### config.mk
export PLATFORM = sky130hd
export DESIGN_NAME = sorted_priority_queue
export DESIGN_NICKNAME = d
export VERILOG_FILES = /design/src/spq_pkg.sv /design/src/sorted_priority_queue.sv /design/src/spq_cell.sv
export SDC_FILE = /design/constraint.sdc
export NUM_CORES = 2
export LEC_CHECK = 0
export BUFFER_PORTS_ARGS = -buffer_cell sky130_fd_sc_hd__buf_2
export CORE_MARGIN = 1.5
export CORE_UTILIZATION = 25
export CTS_CLUSTER_SIZE = 40
export DETAILED_ROUTE_END_ITERATION = 12
export PLACE_DENSITY = 0.38
export SLEW_MARGIN = 0
export SYNTH_ARGS = -nofsm -noshare
export SYNTH_HDL_FRONTEND = slang
export SYNTH_HIERARCHICAL = 1
export SYNTH_SLANG_ARGS = --single-unit
### constraint.sdc
create_clock -name clk -period 10.7 [get_ports clk]
set_clock_uncertainty 0.1 [all_clocks]
set_input_delay 1.605 -clock clk [delete_from_list [all_inputs] [get_ports clk]]
set_output_delay 1.605 -clock clk [all_outputs]
set_load 0.01 [all_outputs]
### src/spq_pkg.sv
// Shared types and constants for the sorted priority queue.
// No dependencies; used by the cell, the top level and the checker.
`timescale 1ns / 1ps
`default_nettype none

package spq_pkg;

	localparam int DATA_W  = 32;
	localparam int PRIO_W  = 16;
	localparam int COUNT_W = 5;
	localparam int STAT_W  = 2;

	localparam int IN_TDATA_W  = 48;
	localparam int OUT_TDATA_W = 88;

	localparam logic KIND_PUSH = 1'b0;
	localparam logic KIND_POP  = 1'b1;

	typedef enum logic [STAT_W-1:0] {
		ST_OK    = 2'd0,
		ST_EMPTY = 2'd1,
		ST_FULL  = 2'd2
	} spq_status_t;

	// broadcast to every cell in the chain
	typedef struct packed {
		logic                     push;
		logic                     pop;
		logic signed [PRIO_W-1:0] prio;
		logic signed [DATA_W-1:0] data;
	} spq_cmd_t;

endpackage

`default_nettype wire

### src/sorted_priority_queue.sv
// Sorted priority queue: one transaction per cycle while the output is drained, result registered.
// Every push or pop is resolved in the cycle it is accepted by all cells in parallel;
// the result appears on the output the next cycle. s_tready stays high while the
// output register is empty or being drained, so the sustained rate is one per cycle.
// Reset clears the entry count, the output valid and the status; slot contents are left as they are.
// Top level; depends on spq_pkg and spq_cell.
`timescale 1ns / 1ps
`default_nettype none

module sorted_priority_queue #(
	parameter int CAPACITY = 16
) (
	input  wire                                  clk,
	input  wire                                  arst_n,
	input  wire                                  s_tvalid,
	output logic                                 s_tready,
	input  wire  [spq_pkg::IN_TDATA_W-1:0]       s_tdata,  // item_data, item_priority
	input  wire                                  s_tuser,  // kind
	output logic                                 m_tvalid,
	input  wire                                  m_tready,
	// popped_data, front_data, front_priority, entry_count, status, zero pad
	output logic [spq_pkg::OUT_TDATA_W-1:0]      m_tdata
);

	localparam int CNT_W = $clog2(CAPACITY + 1);

	logic                                   in_fire;
	logic                                   is_pop;
	logic                                   full;
	logic                                   empty;
	logic [CNT_W-1:0]                       count_q;
	logic                                   m_tvalid_q;
	logic signed [spq_pkg::DATA_W-1:0]      popped_q;
	spq_pkg::spq_status_t                   status_q;
	spq_pkg::spq_cmd_t                      cmd;
	logic [spq_pkg::COUNT_W-1:0]            count_out;
	logic signed [spq_pkg::DATA_W-1:0]      front_data;
	logic signed [spq_pkg::PRIO_W-1:0]      front_prio;

	logic                                   shift   [CAPACITY];
	logic signed [spq_pkg::DATA_W-1:0]      c_data  [CAPACITY];
	logic signed [spq_pkg::PRIO_W-1:0]      c_prio  [CAPACITY];

	assign s_tready = !m_tvalid_q || m_tready;
	assign in_fire  = s_tvalid && s_tready;
	assign is_pop   = (s_tuser == spq_pkg::KIND_POP);
	assign full     = (count_q >= CNT_W'(CAPACITY));
	assign empty    = (count_q == '0);

	always_comb begin
		cmd.push = in_fire && !is_pop && !full;
		cmd.pop  = in_fire && is_pop && !empty;
		cmd.data = s_tdata[spq_pkg::DATA_W-1:0];
		cmd.prio = s_tdata[spq_pkg::DATA_W +: spq_pkg::PRIO_W];
	end

	for (genvar i = 0; i < CAPACITY; i++) begin : g_cell
		localparam logic [CNT_W-1:0] IDX = CNT_W'(i);
		logic                              lshift;
		logic signed [spq_pkg::DATA_W-1:0] ldata;
		logic signed [spq_pkg::PRIO_W-1:0] lprio;
		logic signed [spq_pkg::DATA_W-1:0] rdata;
		logic signed [spq_pkg::PRIO_W-1:0] rprio;

		if (i == 0) begin : g_first
			assign lshift = 1'b0;
			assign ldata  = c_data[i];
			assign lprio  = c_prio[i];
		end else begin : g_mid
			assign lshift = shift[i-1];
			assign ldata  = c_data[i-1];
			assign lprio  = c_prio[i-1];
		end

		if (i == CAPACITY - 1) begin : g_last
			assign rdata = c_data[i];
			assign rprio = c_prio[i];
		end else begin : g_next
			assign rdata = c_data[i+1];
			assign rprio = c_prio[i+1];
		end

		spq_cell u_cell (
			.clk        (clk),
			.cmd        (cmd),
			.head       (i == 0),
			.occupied   (IDX < count_q),
			.tail       (IDX == count_q),
			.left_shift (lshift),
			.left_data  (ldata),
			.left_prio  (lprio),
			.right_data (rdata),
			.right_prio (rprio),
			.shift      (shift[i]),
			.data_q     (c_data[i]),
			.prio_q     (c_prio[i])
		);
	end

	always_ff @(posedge clk or negedge arst_n) begin
		if (!arst_n) begin
			count_q    <= '0;
			m_tvalid_q <= 1'b0;
			status_q   <= spq_pkg::ST_OK;
		end else begin
			if (cmd.push) begin
				count_q <= count_q + CNT_W'(1);
			end else if (cmd.pop) begin
				count_q <= count_q - CNT_W'(1);
			end
			if (in_fire) begin
				m_tvalid_q <= 1'b1;
				if (is_pop && empty) begin
					status_q <= spq_pkg::ST_EMPTY;
				end else if (!is_pop && full) begin
					status_q <= spq_pkg::ST_FULL;
				end else begin
					status_q <= spq_pkg::ST_OK;
				end
			end else if (m_tready) begin
				m_tvalid_q <= 1'b0;
			end
		end
	end

	always_ff @(posedge clk) begin
		if (in_fire) begin
			popped_q <= cmd.pop ? c_data[0] : '0;
		end
	end

	// front and count are read live: they only move on a transaction that also reloads the output
	assign count_out  = spq_pkg::COUNT_W'(count_q);
	assign front_data = (count_q == '0) ? '0 : c_data[0];
	assign front_prio = (count_q == '0) ? '0 : c_prio[0];

	assign m_tvalid = m_tvalid_q;
	assign m_tdata  = {1'b0, status_q, count_out, front_prio, front_data, popped_q};

endmodule

`default_nettype wire

### src/spq_cell.sv
// One slot of the sorted chain: holds an entry, compares it against a pushed
// priority and shifts toward either neighbor. Depends on spq_pkg.
`timescale 1ns / 1ps
`default_nettype none

module spq_cell (
	input  wire                                     clk,
	input  spq_pkg::spq_cmd_t                       cmd,
	input  wire                                     head,
	input  wire                                     occupied,
	input  wire                                     tail,
	input  wire                                     left_shift,
	input  wire  logic signed [spq_pkg::DATA_W-1:0] left_data,
	input  wire  logic signed [spq_pkg::PRIO_W-1:0] left_prio,
	input  wire  logic signed [spq_pkg::DATA_W-1:0] right_data,
	input  wire  logic signed [spq_pkg::PRIO_W-1:0] right_prio,
	output logic                                    shift,
	output logic signed [spq_pkg::DATA_W-1:0]       data_q,
	output logic signed [spq_pkg::PRIO_W-1:0]       prio_q
);

	logic moves_back;

	// head keeps its place on equal priority; a later slot with equal priority moves back
	// behind the newcomer
	assign moves_back = head ? (prio_q > cmd.prio) : (prio_q >= cmd.prio);
	assign shift      = occupied && moves_back;

	always_ff @(posedge clk) begin
		if (cmd.push) begin
			if (left_shift) begin
				data_q <= left_data;
				prio_q <= left_prio;
			end else if (shift || tail) begin
				data_q <= cmd.data;
				prio_q <= cmd.prio;
			end
		end else if (cmd.pop) begin
			data_q <= right_data;
			prio_q <= right_prio;
		end
	end

endmodule

`default_nettype wire

# After elaboration in Yosys (flattened, before gate mapping)
# Cells that the tools add are included.
[classes]
add_sub_neg = 2
order_cmp = 33
n_eq_ne = 30
reduce_logical = 64
muxes = 130
[ops]
columns = ["operator", "n"]
rows = [
  ["32-bit 2-to-1 mux", 62],
  ["16-bit 2-to-1 mux", 62],
  ["16-bit greater-or-equal comparator", 15],
  ["3-bit by 1-bit inequality test with 1-bit output (second input constant)", 14],
  ["4-bit by 5-bit == test with 1-bit output (first input constant)", 8],
  ["4-bit by 5-bit less-than comparator with 1-bit output (first input constant)", 8],
  ["2-bit AND reduction", 16],
  ["1-bit logical AND", 23],
  ["3-bit by 5-bit == test with 1-bit output (first input constant)", 4],
  ["3-bit by 5-bit less-than comparator with 1-bit output (first input constant)", 4],
  ["1-bit logical OR", 17],
  ["16-bit greater-than comparator", 1],
  ["2-bit by 5-bit == test with 1-bit output (first input constant)", 2],
  ["1-bit by 5-bit less-than comparator with 1-bit output (first input constant)", 2],
  ["2-bit by 5-bit less-than comparator with 1-bit output (first input constant)", 2],
  ["5-bit 2-to-1 mux", 2],
  ["2-bit nonzero test", 3],
  ["5-bit by 1-bit adder with 5-bit output (second input constant)", 1],
  ["1-bit by 5-bit == test with 1-bit output (first input constant)", 1],
  ["5-bit greater-or-equal comparator (second input constant)", 1],
  ["5-bit zero test", 1],
  ["5-bit by 1-bit subtractor with 5-bit output (second input constant)", 1],
  ["1-bit zero test", 4],
  ["2-bit 2-to-1 mux", 2],
  ["other kinds (2)", 3],
]
[totals]
in_bits = 53
register_bits = 808
output_inout_bits = 90

# Longest topological paths before layout
[logic_depth]
ltp_word = 7
depth_mapped = 14
mapped_depth_nobuf = 12

# By module
# Netlist, hierarchy kept.
[by_module_without_submodules]
columns = ["mod", "cells_per_inst", "n_inst", "area_per_inst_um2"]
rows = [
  ["spq_cell at g_cell[0].u_cell ...", 275, 10, 2877.8],
  ["spq_cell at g_cell[4].u_cell ...", 273, 6, 2902.8],
  ["sorted_priority_queue", 219, 1, 2260.9],
]

# Worst setup path before layout
# Ideal clock, no wire load.
[synth_timing]
kind = "input to register"
start = "input port s_tdata[39] (netlist bit)"
end = "register g_cell[10].u_cell/data_q[0] (netlist bit), enable pin"
t_arrival_ns = 5.802
slack_ns = 4.329
setup_time_ns = 0.469
path_stages = 13
required_time_ns = 10.131
n_path_buf = 2
path_cell_list = "inv_1 -> ha_1 -> and3_4 -> nand2_2 -> a2111o_1 -> and2_4 -> a211oi_2 -> clkbuf_1 -> buf_4 -> nor2_1 -> nand2_1 -> o22ai_1 -> a21oi_1"
[synth_via]
elab_cells_between_ends = 7
[synth_rtl]
columns = ["item", "line_no", "rtl"]
rows = [
  ["from (decl)", "sorted_priority_queue.sv:17", "input wire [spq_pkg::IN_TDATA_W-1:0] s_tdata,"],
  ["16-bit greater-or-equal comparator", "spq_cell.sv:26", "assign moves_back = head ? (prio_q > cmd.prio) : (prio_q >= cmd.prio);"],
  ["1-bit logical AND", "spq_cell.sv:27", "assign shift = occupied && moves_back;"],
  ["net g_cell[10].lshift", "sorted_priority_queue.sv:59", "logic lshift;"],
  ["3-bit by 1-bit inequality test with 1-bit output (no source line)", "n/a", ""],
  ["2-bit AND reduction (no source line)", "n/a", ""],
  ["to (signal assigned)", "spq_cell.sv:32", "data_q <= left_data;"],
  ["to (signal assigned)", "spq_cell.sv:35", "data_q <= cmd.data;"],
  ["to (signal assigned)", "spq_cell.sv:39", "data_q <= right_data;"],
  ["to (decl)", "spq_cell.sv:18", "output logic signed [spq_pkg::DATA_W-1:0] data_q,"],
]
# The timed path passes the listed nets, and every way through them passes these cells.
# A chain may end at the register's enable or synchronous reset.

# Worst setup path in the final report
[layout_timing]
start = "input port s_tdata[46] (netlist bit)"
end = "register g_cell[1].u_cell/data_q[17] (netlist bit), enable pin"
[layout_via]
elab_cells_between_ends = 7
[layout_rtl]
columns = ["item", "line_no"]
rows = [
  ["16-bit greater-than comparator", "spq_cell.sv:26"],
  ["1-bit logical AND", "spq_cell.sv:27"],
  ["net g_cell[1].lshift", "sorted_priority_queue.sv:59"],
  ["3-bit by 1-bit inequality test with 1-bit output (no source line)", "n/a"],
  ["2-bit AND reduction (no source line)", "n/a"],
  ["to (signal assigned)", "spq_cell.sv:32"],
  ["to (signal assigned)", "spq_cell.sv:35"],
  ["to (signal assigned)", "spq_cell.sv:39"],
  ["to (decl)", "spq_cell.sv:18"],
]
# The timed path passes the listed nets, and every way through them passes these cells.

==> impl_metrics.json <==
{
  "start_kind": "primary input",
  "syn_inst": 4605,
  "crit_path_end_kind": "flip-flop",
  "leakage_nw": 21.8,
  "post_cts_resized": 0,
  "fin_hold_ws_ns": 0.388,
  "syn_avg_cell_area_um2": 10.5,
  "cts-root-buf": "clkbuf_16",
  "htree_levels": 3,
  "dp_slack_ns": 4.45,
  "worstPathCellList": "buf_2 > buf_4 > inv_1 > ha_1 > a21oi_2 > nand2_1 > a221o_1 > a211oi_2 > xnor2_1 > a21boi_4 > nor2_1 > nand2_1 > o22ai_1 > a21oi_4 > buf_4",
  "cts.reportedPaths.clkPinSlew_ns": 0.06,
  "cts_buffer_depth": 3,
  "worstPathMaxFanout": 40,
  "min_from": "status_q[1]",
  "fmax_mhz": 183,
  "cp_num_buf_inv": 4,
  "setup_ws_ns": 5.24,
  "worst_pin_slew_ns": 1.29,
  "wl_per_cell_um": 19.3,
  "drt-initial-drc-count": 1963,
  "max-vdd-ir-drop_mv": 0.164,
  "clk_latency_ns": 0.72,
  "dr.pass1.iters": 7,
  "rsz0062_at_grt": "false",
  "dieWidth_um": 443,
  "critPathTopFamily": "compound AO/OA/AOI/OAI gates",
  "timing_worst_setup_path_type": "in -> reg",
  "start_util": 0.252,
  "cts_setup_buffers": 0,
  "wl_um": 140000,
  "status": "completed",
  "first_global_vias": 33400,
  "min_period_over_period": 0.510,
  "core_um2": 193000,
  "crit_cells": 15,
  "portBuffers": 141,
  "hold_path_class": "reg -> reg",
  "slew_viol_final": 0,
  "finalCriticalPeriod_ns": 5.46,
  "relSlewSlack": 0.141,
  "die_h_um": 443,
  "gp_congestion": 0.752,
  "rows": 161,
  "crit_arrival_ns": 5.71,
  "overflow": 0,
  "cts_sinks": 808,
  "viasPerCell": 4.55,
  "required_ns": 10.95,
  "grt_max_degree": 252,
  "ys_warn_count": 6,
  "critPathMaxStageDelay_ns": 0.67,
  "dr_total_vias": 33000,
  "power_density_nw_per_um2": 230,
  "fin_tns_setup_ns": 0,
  "startpoint": "s_tdata[46]",
  "antenna_found_initial": 16,
  "cts_made_buffers": 102,
  "num_io_pins": 143,
  "hold_violations": 0,
  "hpwl_um": 95000,
  "area_growth_syn_to_layout_pct": 13.9,
  "hold_depth": 2,
  "setup_viol": 0,
  "rr_startpoint": "count_out[0]",
  "die_area_um2": 196000,
  "drive_above_1_share": 0.0936,
  "r2r_cells": 9,
  "post-route-drc-count": 0,
  "maxCapViolations": 0,
  "cts.hold.buffers_added": 0,
  "track_usage": 0.140,
  "synth_area_um2": 48400,
  "tritoncts": "yes",
  "nets": 4956,
  "slowest_stage": "a21boi_4",
  "antenna_left": 0,
  "grt_pass1_wl_um": 216000
}
## cell type report
class | instances | area [um^2]
Antenna cell | 1 | 2.50
Clock buffer | 148 | 2820
Clock inverter | 36 | 387
Fill cell | 20200 | 137000
Inverter | 287 | 1080
Multi-Input combinational cell | 3240 | 22300
Sequential cell | 808 | 24200
Tap cell | 2526 | 3160
Timing Repair Buffer | 203 | 1230
## cell usage in the layout, fill, tap and decap left out, types with 8 or more instances in the layout
cell type / n
a21oi_1: 860
nor2_1: 818
edfxtp_1: 800
mux2i_1: 769
inv_1: 287
ha_1: 261
buf_2: 141
clkbuf_16: 104
nand2_1: 100
nor2b_1: 81
buf_4: 57
clkbuf_1: 39
nand4_1: 32
o21ai_0: 29
nand3_1: 28
a21o_1: 23
clkinv_1: 19
conb_1: 18
a21oi_4: 16
xnor2_1: 14
nand2b_1: 10
nor4_2: 10
nor3b_2: 10
a21oi_2: 10
a221o_1: 10
a211oi_2: 10
a21boi_0: 10
o22ai_1: 10
a21boi_4: 9
dfrtp_1: 8
## worst reg2reg max path, stage by stage (launching register included)
cell,delay [ns]
dfrtp_1,0.65
nand2_1,0.53
o21bai_1,0.30
a21boi_0,0.31
a21boi_4,0.61
nor2_1,0.12
nand2_1,0.11
o22ai_1,0.12
a21oi_4,0.48
buf_4,0.63
## state kept, by name (all words and copies together) (netlist names)
name / count
g_cell.u_cell/data_q: 512
status_q: 2
count_out: 5
g_cell.u_cell/prio_q: 256
popped_q: 32
m_tvalid: 1
## stage by stage
stage          std cells  instance area (um^2)  utilization  power (mW)
3_3_place_gp        7064                 51900        0.270        9.42
5_1_grt             7248                 55200        0.286        13.5
3_5_place_dp        7064                 51900        0.270        9.45
2_1_floorplan       4621                 48500            -        8.04
4_1_cts             7248                 55200        0.286        12.9
6_report            7249                 55200        0.286        12.7
## routing by layer
metal  up-vias  global-route usage  part of all wire
met3       155              0.0184             0.035
met2       485               0.202              0.41
li1      16800                   -                 -
met4        14              0.0337             0.017
met5         -                   0           0.00057
met1     15500               0.217              0.54
## power by group
group	internal (mW)	switching, mW	leakage (nW)
logic	1.78	2.78	12.7
clock network	1.94	1.44	1.54
registers	4.33	0.393	7.56
## path summary, 6_finish.rpt
path                                                endpoint  slack, ns
worst max-delay path             g_cell[1].u_cell/data_q[17]       5.24
worst min-delay path                             status_q[1]       0.39
worst max register to register  g_cell[15].u_cell/data_q[12]       6.34
worst min register to register                   status_q[1]       0.39
max in group asynchronous                        status_q[0]       9.68
min in group asynchronous                        status_q[1]       0.64
Power figures use the tool's default switching activity.
